### src/hdl/gtp_pkg.sv
package gtp_pkg;

    localparam int DEFAULT_MAX_COLUMNS = 1048576;

    localparam logic [7:0] CHAR_ZERO    = 8'h30;
    localparam logic [7:0] CHAR_ONE     = 8'h31;
    localparam logic [7:0] CHAR_TWO     = 8'h32;
    localparam logic [7:0] CHAR_NINE    = 8'h39;
    localparam logic [7:0] CHAR_NEWLINE = 8'h0a;

    localparam logic [1:0] CODE_ZERO = 2'd0;
    localparam logic [1:0] CODE_ONE  = 2'd2;
    localparam logic [1:0] CODE_TWO  = 2'd3;
    localparam logic [1:0] CODE_NINE = 2'd1;

    localparam logic [2:0] CODES_PER_BYTE = 3'd4;

    typedef enum logic [1:0] {
        ST_DATA     = 2'd0,
        ST_INVALID  = 2'd1,
        ST_MISMATCH = 2'd2
    } t_status;

    typedef enum logic [1:0] {
        KIND_DIGIT   = 2'd0,
        KIND_NEWLINE = 2'd1,
        KIND_OTHER   = 2'd2
    } t_char_kind;

    typedef struct packed {
        t_char_kind kind;
        logic [1:0] code;
    } t_char_info;

    typedef struct packed {
        logic       valid;
        logic [7:0] data;
        logic       last;
        t_status    status;
    } t_result;

endpackage

### src/hdl/gtp_decode.sv
module gtp_decode
    import gtp_pkg::*;
(
    input  logic [7:0] i_char,
    output t_char_info o_info
);

    always_comb begin
        o_info.kind = KIND_DIGIT;
        o_info.code = CODE_ZERO;
        unique case (i_char)
            CHAR_ZERO:    o_info.code = CODE_ZERO;
            CHAR_ONE:     o_info.code = CODE_ONE;
            CHAR_TWO:     o_info.code = CODE_TWO;
            CHAR_NINE:    o_info.code = CODE_NINE;
            CHAR_NEWLINE: o_info.kind = KIND_NEWLINE;
            default:      o_info.kind = KIND_OTHER;
        endcase
    end

endmodule

### src/hdl/gtp_pack.sv
module gtp_pack
    import gtp_pkg::*;
#(
    parameter int MAX_COLUMNS = DEFAULT_MAX_COLUMNS
) (
    input  logic       i_clk,
    input  logic       i_rst_n,
    input  logic       i_en,
    input  t_char_info i_info,
    output t_result    o_result
);

    localparam int CW = $clog2(MAX_COLUMNS + 1);
    localparam logic [CW-1:0] MAX_COLS = CW'(MAX_COLUMNS);

    logic [CW-1:0] r_cnt, n_cnt;
    logic [CW-1:0] r_expected, n_expected;
    logic          r_first, n_first;
    logic [7:0]    r_acc, n_acc;
    logic [2:0]    r_group, n_group;
    logic          r_err, n_err;

    always_comb begin
        n_cnt      = r_cnt;
        n_expected = r_expected;
        n_first    = r_first;
        n_acc      = r_acc;
        n_group    = r_group;
        n_err      = r_err;
        o_result   = '{valid: 1'b0, data: 8'd0, last: 1'b0, status: ST_DATA};
        if (!r_err) begin
            unique case (i_info.kind)
                KIND_NEWLINE: begin
                    if (!r_first && (r_cnt != r_expected)) begin
                        n_err           = 1'b1;
                        o_result.valid  = 1'b1;
                        o_result.status = ST_MISMATCH;
                    end else begin
                        if (r_first) begin
                            n_expected = r_cnt;
                            n_first    = 1'b0;
                        end
                        if (r_group != 3'd0) begin
                            o_result.valid = 1'b1;
                            o_result.data  = r_acc;
                            o_result.last  = 1'b1;
                        end
                    end
                    n_acc   = 8'd0;
                    n_group = 3'd0;
                    n_cnt   = '0;
                end
                KIND_DIGIT: begin
                    if ((r_cnt >= MAX_COLS) || (!r_first && (r_cnt >= r_expected))) begin
                        n_err           = 1'b1;
                        o_result.valid  = 1'b1;
                        o_result.status = ST_MISMATCH;
                        n_acc           = 8'd0;
                        n_group         = 3'd0;
                    end else begin
                        n_cnt = r_cnt + 1'b1;
                        if (r_group >= CODES_PER_BYTE) begin
                            o_result.valid = 1'b1;
                            o_result.data  = r_acc;
                            n_acc          = {6'd0, i_info.code};
                            n_group        = 3'd1;
                        end else begin
                            n_acc   = r_acc | ({6'd0, i_info.code} << {r_group[1:0], 1'b0});
                            n_group = r_group + 3'd1;
                        end
                    end
                end
                default: begin
                    n_err           = 1'b1;
                    o_result.valid  = 1'b1;
                    o_result.status = ST_INVALID;
                    n_acc           = 8'd0;
                    n_group         = 3'd0;
                end
            endcase
        end
        if (!i_en) begin
            o_result.valid = 1'b0;
        end
    end

    always_ff @(posedge i_clk) begin
        if (!i_rst_n) begin
            r_cnt      <= '0;
            r_expected <= '0;
            r_first    <= 1'b1;
            r_acc      <= 8'd0;
            r_group    <= 3'd0;
            r_err      <= 1'b0;
        end else if (i_en) begin
            r_cnt      <= n_cnt;
            r_expected <= n_expected;
            r_first    <= n_first;
            r_acc      <= n_acc;
            r_group    <= n_group;
            r_err      <= n_err;
        end
    end

endmodule

### src/hdl/genotype_text_to_2bit_packer_core.sv
// Packs a genotype text stream, one character per word, into bytes of four
// 2-bit codes ('0'->0, '1'->2, '2'->3, '9'->1, first column in bits 1:0);
// each newline-ended row is padded to a whole byte, and a row's last byte
// comes out with tlast set when its newline arrives. The first row fixes the
// column count; a later row that differs, or a row longer than MAX_COLUMNS,
// gives one word with tuser = 2, and any other character gives tuser = 1.
// Error words carry zero data, and after an error the block swallows every
// character until reset. One character is taken every clock cycle; a word
// leaves through an input register and an output register, and only a stalled
// output slows the input.
module genotype_text_to_2bit_packer_core
    import gtp_pkg::*;
#(
    parameter int MAX_COLUMNS = DEFAULT_MAX_COLUMNS
) (
    input  logic       i_clk,
    input  logic       i_rst_n,
    input  logic       i_s_tvalid,
    output logic       o_s_tready,
    input  logic [7:0] i_s_tdata,   // text_char[7:0]
    output logic       o_m_tvalid,
    input  logic       i_m_tready,
    output logic [7:0] o_m_tdata,   // packed_byte[7:0]
    output logic       o_m_tlast,
    output logic [1:0] o_m_tuser    // status[1:0]
);

    logic       r_in_valid;
    logic [7:0] r_in_char;
    logic       r_out_valid;
    logic [7:0] r_out_data;
    logic       r_out_last;
    logic [1:0] r_out_status;
    logic       advance;
    t_char_info info;
    t_result    result;

    assign advance    = r_in_valid && (!r_out_valid || i_m_tready);
    assign o_s_tready = !r_in_valid || advance;

    always_ff @(posedge i_clk) begin
        if (!i_rst_n) begin
            r_in_valid <= 1'b0;
        end else if (o_s_tready) begin
            r_in_valid <= i_s_tvalid;
        end
    end

    always_ff @(posedge i_clk) begin
        if (o_s_tready && i_s_tvalid) begin
            r_in_char <= i_s_tdata;
        end
    end

    gtp_decode u_decode (
        .i_char (r_in_char),
        .o_info (info)
    );

    gtp_pack #(
        .MAX_COLUMNS (MAX_COLUMNS)
    ) u_pack (
        .i_clk    (i_clk),
        .i_rst_n  (i_rst_n),
        .i_en     (advance),
        .i_info   (info),
        .o_result (result)
    );

    always_ff @(posedge i_clk) begin
        if (!i_rst_n) begin
            r_out_valid <= 1'b0;
        end else if (advance) begin
            r_out_valid <= result.valid;
        end else if (i_m_tready) begin
            r_out_valid <= 1'b0;
        end
    end

    always_ff @(posedge i_clk) begin
        if (advance && result.valid) begin
            r_out_data   <= result.data;
            r_out_last   <= result.last;
            r_out_status <= result.status;
        end
    end

    assign o_m_tvalid = r_out_valid;
    assign o_m_tdata  = r_out_data;
    assign o_m_tlast  = r_out_last;
    assign o_m_tuser  = r_out_status;

endmodule

### config.mk
export PLATFORM = sky130hd
export DESIGN_NAME = genotype_text_to_2bit_packer_core
export DESIGN_NICKNAME = d
export VERILOG_FILES = /design/src/hdl/gtp_pkg.sv /design/src/hdl/gtp_decode.sv /design/src/hdl/gtp_pack.sv /design/src/hdl/genotype_text_to_2bit_packer_core.sv
export SDC_FILE = /design/constraint.sdc
export NUM_CORES = 1
export LEC_CHECK = 0
export BUFFER_PORTS_ARGS = -buffer_cell sky130_fd_sc_hd__buf_4
export CORE_MARGIN = 2
export CORE_UTILIZATION = 57
export DETAILED_ROUTE_END_ITERATION = 7
export MAX_ROUTING_LAYER = met4
export PLACE_DENSITY = 0.76
export SETUP_SLACK_MARGIN = 0.5
export SLEW_MARGIN = 5
export SYNTH_ARGS = -nofsm -noshare
export SYNTH_HDL_FRONTEND = slang
export SYNTH_SLANG_ARGS = --single-unit
### constraint.sdc
create_clock -name i_clk -period 2.9 [get_ports i_clk]
set_input_delay 0.87 -clock i_clk [delete_from_list [all_inputs] [get_ports i_clk]]
set_output_delay 0.87 -clock i_clk [all_outputs]
set_load 0.03 [all_outputs]
==> results.sh, run 1 <==
export IMPL_synth_edff_count=19
export IMPL_finClkSkew_ns=0.0116
export IMPL_tritoncts="done"
export IMPL_synth_top_area_cell="dfxtp_1"
export IMPL_synthFlopType="dfxtp_1"
export IMPL_synth_compound_area_share_pct=16.9
export IMPL_peakVddDrop_mv=0.307
export IMPL_hold_end="u_pack.r_expected[18]$_SDFFE_PN0P_"
export IMPL_dieArea_um2=7420
export IMPL_critPathArrivalTime_ns=2.62
export IMPL_worstHoldStart="u_pack.r_expected[18]$_SDFFE_PN0P_"
export IMPL_cp_num_buf_inv=3
export IMPL_crit_fanout=9
export IMPL_port_buffers=24
export IMPL_crit_type="reg2reg"
export IMPL_antenna_found_initial=0
export IMPL_synth_xor_area_share_pct=0.228
export IMPL_slew_headroom_pct=39.4
export IMPL_worst_pin_slew_ns=0.907
export IMPL_drcViolationCount=0
export IMPL_hold_path_class="reg2reg"
export IMPL_synth_top_cells_by_area="dfxtp_1, edfxtp_1, ha_1"
export IMPL_die_h_um=86.2
export IMPL_period_share_pct=87.4
export IMPL_synth_top_family_by_area="simple AND/OR/NAND/NOR gates"
export IMPL_r2r_worst_path_cells=11
export IMPL_max_stage_delay_ns=0.35
export IMPL_grt_start_max_net_pins=22
export IMPL_syn_area_um2=3850
export IMPL_die_w_um=86.2
export IMPL_drv_slew=0
export IMPL_synthAdderAreaFrac_pct=8.13
export IMPL_syn_inst=407
export IMPL_clk_pin_slew_ns=0.09
export IMPL_post_place_ws_ns=0.252
export IMPL_fillers=415
export IMPL_cts_sinks=76
export IMPL_crit_slowest_cell="dfxtp_2"
export IMPL_grt_pass1_vias=3160
export IMPL_synth_nets=444
export IMPL_finalCriticalPeriod_ns=2.54
export IMPL_path_cells="inv_2 > ha_4 > nand4_1 > buf_4 > nor3_1 > nand2_1 > nand4_4 > a21oi_4 > a21oi_2 > o21a_2 > buf_12"
export IMPL_wirelength_um=9400
export IMPL_first_iter_violations=304
export IMPL_finalWeightedCongestion=0.809
export IMPL_n_antenna_cell=0
export IMPL_ioPinCount=25
export IMPL_hpwl_um=5780
export IMPL_finalHoldViolCount=0
export IMPL_yosys_area_share_simple_pct=19.6
export IMPL_grt_pass1_wl_um=14400
export IMPL_hold_path_depth=2
export IMPL_overflow=0
export IMPL_synth_avg_cell_area_um2=9.45
export IMPL_status="finished clean"
export IMPL_ys_types=58
export IMPL_multi_input_area_um2=2270
export IMPL_cts_made_buffers=9
export IMPL_postRouteAntennaNets=0
export IMPL_drive_above_1_share_pct=38.1
export IMPL_rows=29
export IMPL_rr_startpoint="u_pack.r_expected[12]$_SDFFE_PN0P_"
export IMPL_cp_required_ns=2.98
export IMPL_vias_per_cell=6.21
export IMPL_fin_tns_setup_ns=0
export IMPL_vias=3347
export IMPL_muxShareOfSynthArea_pct=5.20
export IMPL_end_kind="flop"
export IMPL_grt_usage_pct=25.7
export IMPL_ff2ff_setup_slack_ns=0.36
export IMPL_yosys_register_bits=76
export IMPL_routedWlPerCell_um=17.4
export IMPL_ys_warn_count=0
export IMPL_clockBufferDepth=2
export IMPL_crit_family="simple AND/OR/NAND/NOR gates"
export IMPL_core_area_um2=6420
export IMPL_synth_async_reset_ratio_pct=0
export IMPL_h_tree_depth=3
export IMPL_timing_fmax_mhz=394
export IMPL_initial_core_util_pct=59.9
export IMPL_setup_ws_ns=0.364
export IMPL_cp_start_kind="flop"
export IMPL_cts_root_buffer="clkbuf_8"
export IMPL_final_setup_viol_count=0
export IMPL_register_area_um2=1760
export IMPL_yosysTopAreaCellShare_pct=29.7
export IMPL_clkLatencyLatePin_ns=0.37
export IMPL_yosysSeqAreaShare_pct=44.5
export IMPL_rsz0062_at_grt="yes"
export IMPL_drtPass1Iterations=5
export IMPL_area_delta_synth_final_pct=27.4
export IMPL_rr_endpoint="o_m_tlast$_SDFFCE_PP0P_"
export IMPL_cellLeakagePower_nw=1.87
export IMPL_drv_cap=0
export IMPL_p_per_area_nw_per_um2=409
export IMPL_num_nets_final=494
state kept, by name, indices dropped and copies added, names as in the netlist:
signal             flops
u_pack.r_err           1
r_in_valid             1
o_m_tdata              8
u_pack.r_expected     21
u_pack.r_cnt          21
o_m_tuser              2
o_m_tlast              1
r_in_char              8
o_m_tvalid             1
u_pack.r_acc           8
u_pack.r_first         1
u_pack.r_group         3
how the worst max path moves through the flow:
stage	start	endpoint	slack (ns)	cells past startpoint
global route	u_pack.r_expected[12]$_SDFFE_PN0P_	o_m_tdata[1]$_SDFFCE_PP0P_	0.27	10
global placement	u_pack.r_expected[20]$_SDFFE_PN0P_	o_m_tuser[1]$_SDFFCE_PP0P_	0.32	9
finish	u_pack.r_expected[12]$_SDFFE_PN0P_	o_m_tlast$_SDFFCE_PP0P_	0.36	11
floorplan	u_pack.r_expected[20]$_SDFFE_PN0P_	o_m_tdata[0]$_SDFFCE_PP0P_	0.60	9
detailed placement	u_pack.r_expected[20]$_SDFFE_PN0P_	o_m_tdata[3]$_SDFFCE_PP0P_	0.25	9
CTS	u_pack.r_expected[20]$_SDFFE_PN0P_	o_m_tlast$_SDFFCE_PP0P_	0.45	10
synthesized netlist by cell type, drive strengths merged (2+ instances only):
master   instances
dfxtp           57
a21oi           41
inv             37
nor2            35
nand2           27
ha              25
mux2i           20
edfxtp          19
o21ai           19
clkbuf          12
nand4           10
nor3            10
o2111ai          8
nand3            7
nor3b            7
o31ai            6
or3              6
a41o             5
and2             5
and3             5
or4              5
a211oi           4
buf              4
nand2b           4
a31oi            3
and4             3
o21a             3
nand4b           2
nor2b            2
nor4b            2
o211ai           2
per-layer routing:
| metal | GRT usage [%] | vias up | part of all wire, % |
|---|---|---|---|
| met5 | - | - | 0 |
| met4 | 8.23 | 0 | 1.6 |
| met3 | 5.97 | 15 | 4.7 |
| met2 | 40.3 | 97 | 49 |
| met1 | 32.9 | 1649 | 45 |
| li1 | - | 1586 | - |
per-stage QoR:
stage               utilization [%]  std cells  area [um2]  power [W]  hold slack, ns
floorplan                         -        407        3850    0.00119           0.429
global placement               64.1        500        4110    0.00123           0.444
detailed placement             64.1        500        4110    0.00123           0.448
CTS                            69.6        527        4470    0.00202           0.461
global route                   76.3        539        4900    0.00207           0.496
finish                         76.3        539        4900    0.00201           0.462
worst reg2reg max path: stages (launching register included):
cell     delay, ns
dfxtp_2       0.35
inv_2         0.05
ha_4          0.26
nand4_1       0.23
buf_4         0.23
nor3_1        0.16
nand2_1       0.14
nand4_4       0.20
a21oi_4       0.11
a21oi_2       0.21
o21a_2        0.19
buf_12        0.13
logic make-up (layout without fill, tap and decap cells):
kind of cell,Yosys count,count (layout)
AND/OR/NAND/NOR,133,133
AO/OA/AOI/OAI,99,100
flip-flops,76,76
buffers and inverters,53,107
adder cells (fa/ha/maj),25,25
multiplexers,20,20
XOR/XNOR,1,1
layout make-up:
cell class / instances / share of cell area [%]
clock buffers: 9 / 2.53
repair buffers: 54 / 9.09
multi-input cells: 279 / 46.3
well taps: 77 / 1.97
inverters: 37 / 2.83
clock inverters: 7 / 1.33
flip-flops and latches: 76 / 35.9
timing repair:
| item | in CTS | in global routing |
|---|---|---|
| hold buffers | 0 | 0 |
| pin swaps | 7 | 26 |
| setup buffers | 10 | 12 |
| gates cloned | 1 | 0 |
| endpoints found under the setup margin | 32 | 71 |
| gates resized for setup | 13 | 87 |
power breakdown:
group | leakage (nW) | switching (W) | internal [W]
Sequential | 0.660 | 0.0000150 | 0.00110
Combinational | 1.11 | 0.0000644 | 0.0000403
Clock | 0.0947 | 0.000457 | 0.000333
Total | 1.87 | 0.000537 | 0.00147
cell usage in the layout, fill, tap and decap left out, drive strengths merged, types with 3 or more instances in the layout:
master and instances:
and2 5, o21a 4, nor3b 7, o31ai 6, edfxtp 19, a41o 5
buf 54, nand2b 4, or3 6, a31oi 3, nand3 7, nor3 10
o2111ai 8, o21ai 19, or4 5, mux2i 20, dfxtp 57, nor2 35
and3 5, ha 25, clkbuf 9, and4 3, a21oi 41, a211oi 4
inv 42, nand2 27, nand4 10
(Power assumes the default switching activity.)
==> run 2, diff against run 1 <==
Settings changed: REMOVE_ABC_BUFFERS from default to 1.
Clock period 2.9 ns to 2.55 ns, I/O delays scaled along.
==> results.sh, run 2 (synthesis results as in run 1) <==
export IMPL_fin_tns_setup_ns=-1.01
export IMPL_violations="negative setup slack"
export IMPL_dpl_cell_count=522
export IMPL_hold_path_class="reg2reg"
export IMPL_n_antenna_cell=0
export IMPL_cellLeakagePower_nw=2.04
export IMPL_critPathArrivalTime_ns=2.72
export IMPL_clockBufferDepth=2
export IMPL_initial_core_util_pct=59.9
export IMPL_crit_fanout=5
export IMPL_slew_headroom_pct=38.1
export IMPL_final_setup_viol_count=24
export IMPL_end_kind="flop"
export IMPL_cts_made_buffers=9
export IMPL_routedWlPerCell_um=20.3
export IMPL_grt_start_max_net_pins=18
export IMPL_ioPinCount=25
export IMPL_timing_fmax_mhz=380
export IMPL_peakVddDrop_mv=0.402
export IMPL_h_tree_depth=3
export IMPL_crit_type="reg2reg"
export IMPL_rsz0062_at_grt="yes"
export IMPL_cp_required_ns=2.64
export IMPL_first_iter_violations=394
export IMPL_p_per_area_nw_per_um2=453
export IMPL_final_cells=569
export IMPL_antenna_found_initial=0
export IMPL_cp_start_kind="flop"
export IMPL_wirelength_um=11600
export IMPL_rows=29
export IMPL_worst_pin_slew_ns=0.926
export IMPL_num_nets_final=524
export IMPL_drv_cap=0
export IMPL_overflow=0
export IMPL_clk_pin_slew_ns=0.08
export IMPL_cts_sinks=76
export IMPL_grt_pass1_vias=3383
export IMPL_cts_hold_buffers=0
export IMPL_dieArea_um2=7420
export IMPL_finalHoldViolCount=0
export IMPL_setup_ws_ns=-0.0787
export IMPL_final_common_cell="buf_4"
export IMPL_tritoncts="done"
export IMPL_finalCriticalPeriod_ns=2.63
export IMPL_fillers=347
export IMPL_die_w_um=86.2
export IMPL_drcViolationCount=0
export IMPL_drv_slew=0
export IMPL_vias_per_cell=6.48
export IMPL_port_buffers=24
export IMPL_mostFrequentLayoutCells="buf_4, dfxtp_1, nor2_1, inv_1, a21oi_1"
export IMPL_clkLatencyLatePin_ns=0.36
export IMPL_vias=3688
export IMPL_drive_above_1_share_pct=43.1
export IMPL_postRouteAntennaNets=0
export IMPL_grt_pass1_wl_um=16800
export IMPL_cts_root_buffer="clkbuf_8"
export IMPL_core_area_um2=6420
export IMPL_reg_top3="u_pack.r_cnt x21, u_pack.r_expected x21"
export IMPL_post_place_ws_ns=0.0207
export IMPL_die_h_um=86.2
export IMPL_period_share_pct=103
export IMPL_status="complete, but fails checks"
export IMPL_hpwl_um=6210
export IMPL_finalWeightedCongestion=0.899
export IMPL_power_w=0.00238
export IMPL_grt_usage_pct=30.3
export IMPL_finClkSkew_ns=0.0100
export IMPL_drtPass1Iterations=5
export IMPL_area_delta_synth_final_pct=36.2
-- run 2: power breakdown --
group	internal, W	leakage [nW]	switching (W)
combinational	0.0000553	1.29	0.0000861
clock	0.000487	0.0995	0.000486
sequential	0.00125	0.654	0.0000122
-- run 2: per-layer routing --
metal	global-route usage [%]	wire, um
met5	-	0
met4	10.8	410
met3	5.87	869
met1	39.4	4700
met2	47.1	5580
-- run 2: what timing repair did --
item | 4_1_cts | 5_1_grt
gates resized for setup | 66 | 49
endpoints found under the hold margin | 0 | 0
endpoints found under the setup margin | 54 | 77
gates cloned | 1 | 1
pin swaps | 36 | 22
buffers inserted | 14 | 15
-- run 2: layout make-up --
type | count | area (um2) | share of cell area [%]
flip-flops and latches | 76 | 1740 | 33.3
clock inverters | 6 | 71.3 | 1.36
well taps | 77 | 96.3 | 1.84
inverters | 37 | 139 | 2.65
repair buffers | 84 | 696 | 13.3
clock buffers | 10 | 138 | 2.63
multi-input cells | 279 | 2360 | 45.0
-- run 2: worst paths after layout --
path	start	to	slack (ns)	cells after the start
worst max-delay path	u_pack.r_expected[18]$_SDFFE_PN0P_	o_m_tdata[6]$_SDFFCE_PP0P_	-0.08	11
worst max register to register	u_pack.r_expected[18]$_SDFFE_PN0P_	o_m_tdata[6]$_SDFFCE_PP0P_	-0.08	11
worst min register to register	u_pack.r_expected[19]$_SDFFE_PN0P_	u_pack.r_expected[19]$_SDFFE_PN0P_	0.46	2
worst min-delay path	u_pack.r_expected[19]$_SDFFE_PN0P_	u_pack.r_expected[19]$_SDFFE_PN0P_	0.46	2
-- run 2: critical path, cell delays in order, from the launching register on --
cell and delay (ns):
dfxtp_2 0.35, inv_2 0.05, ha_4 0.27, nand4_1 0.15, buf_4 0.20, nor4_4 0.31
o221ai_2 0.19, nand4_4 0.16, a21oi_4 0.10, a21oi_2 0.21, o21a_2 0.21, clkbuf_16 0.16
-- run 2: stage by stage --
stage                     utilization (%)  hold slack, ns  instance area, um2
final                                81.6           0.461                5240
after global routing                 81.6           0.486                5240
after CTS                            76.5           0.465                4910
after detailed placement             67.0           0.452                4300
after global placement               67.0           0.443                4300
after floorplan                         -           0.429                3780
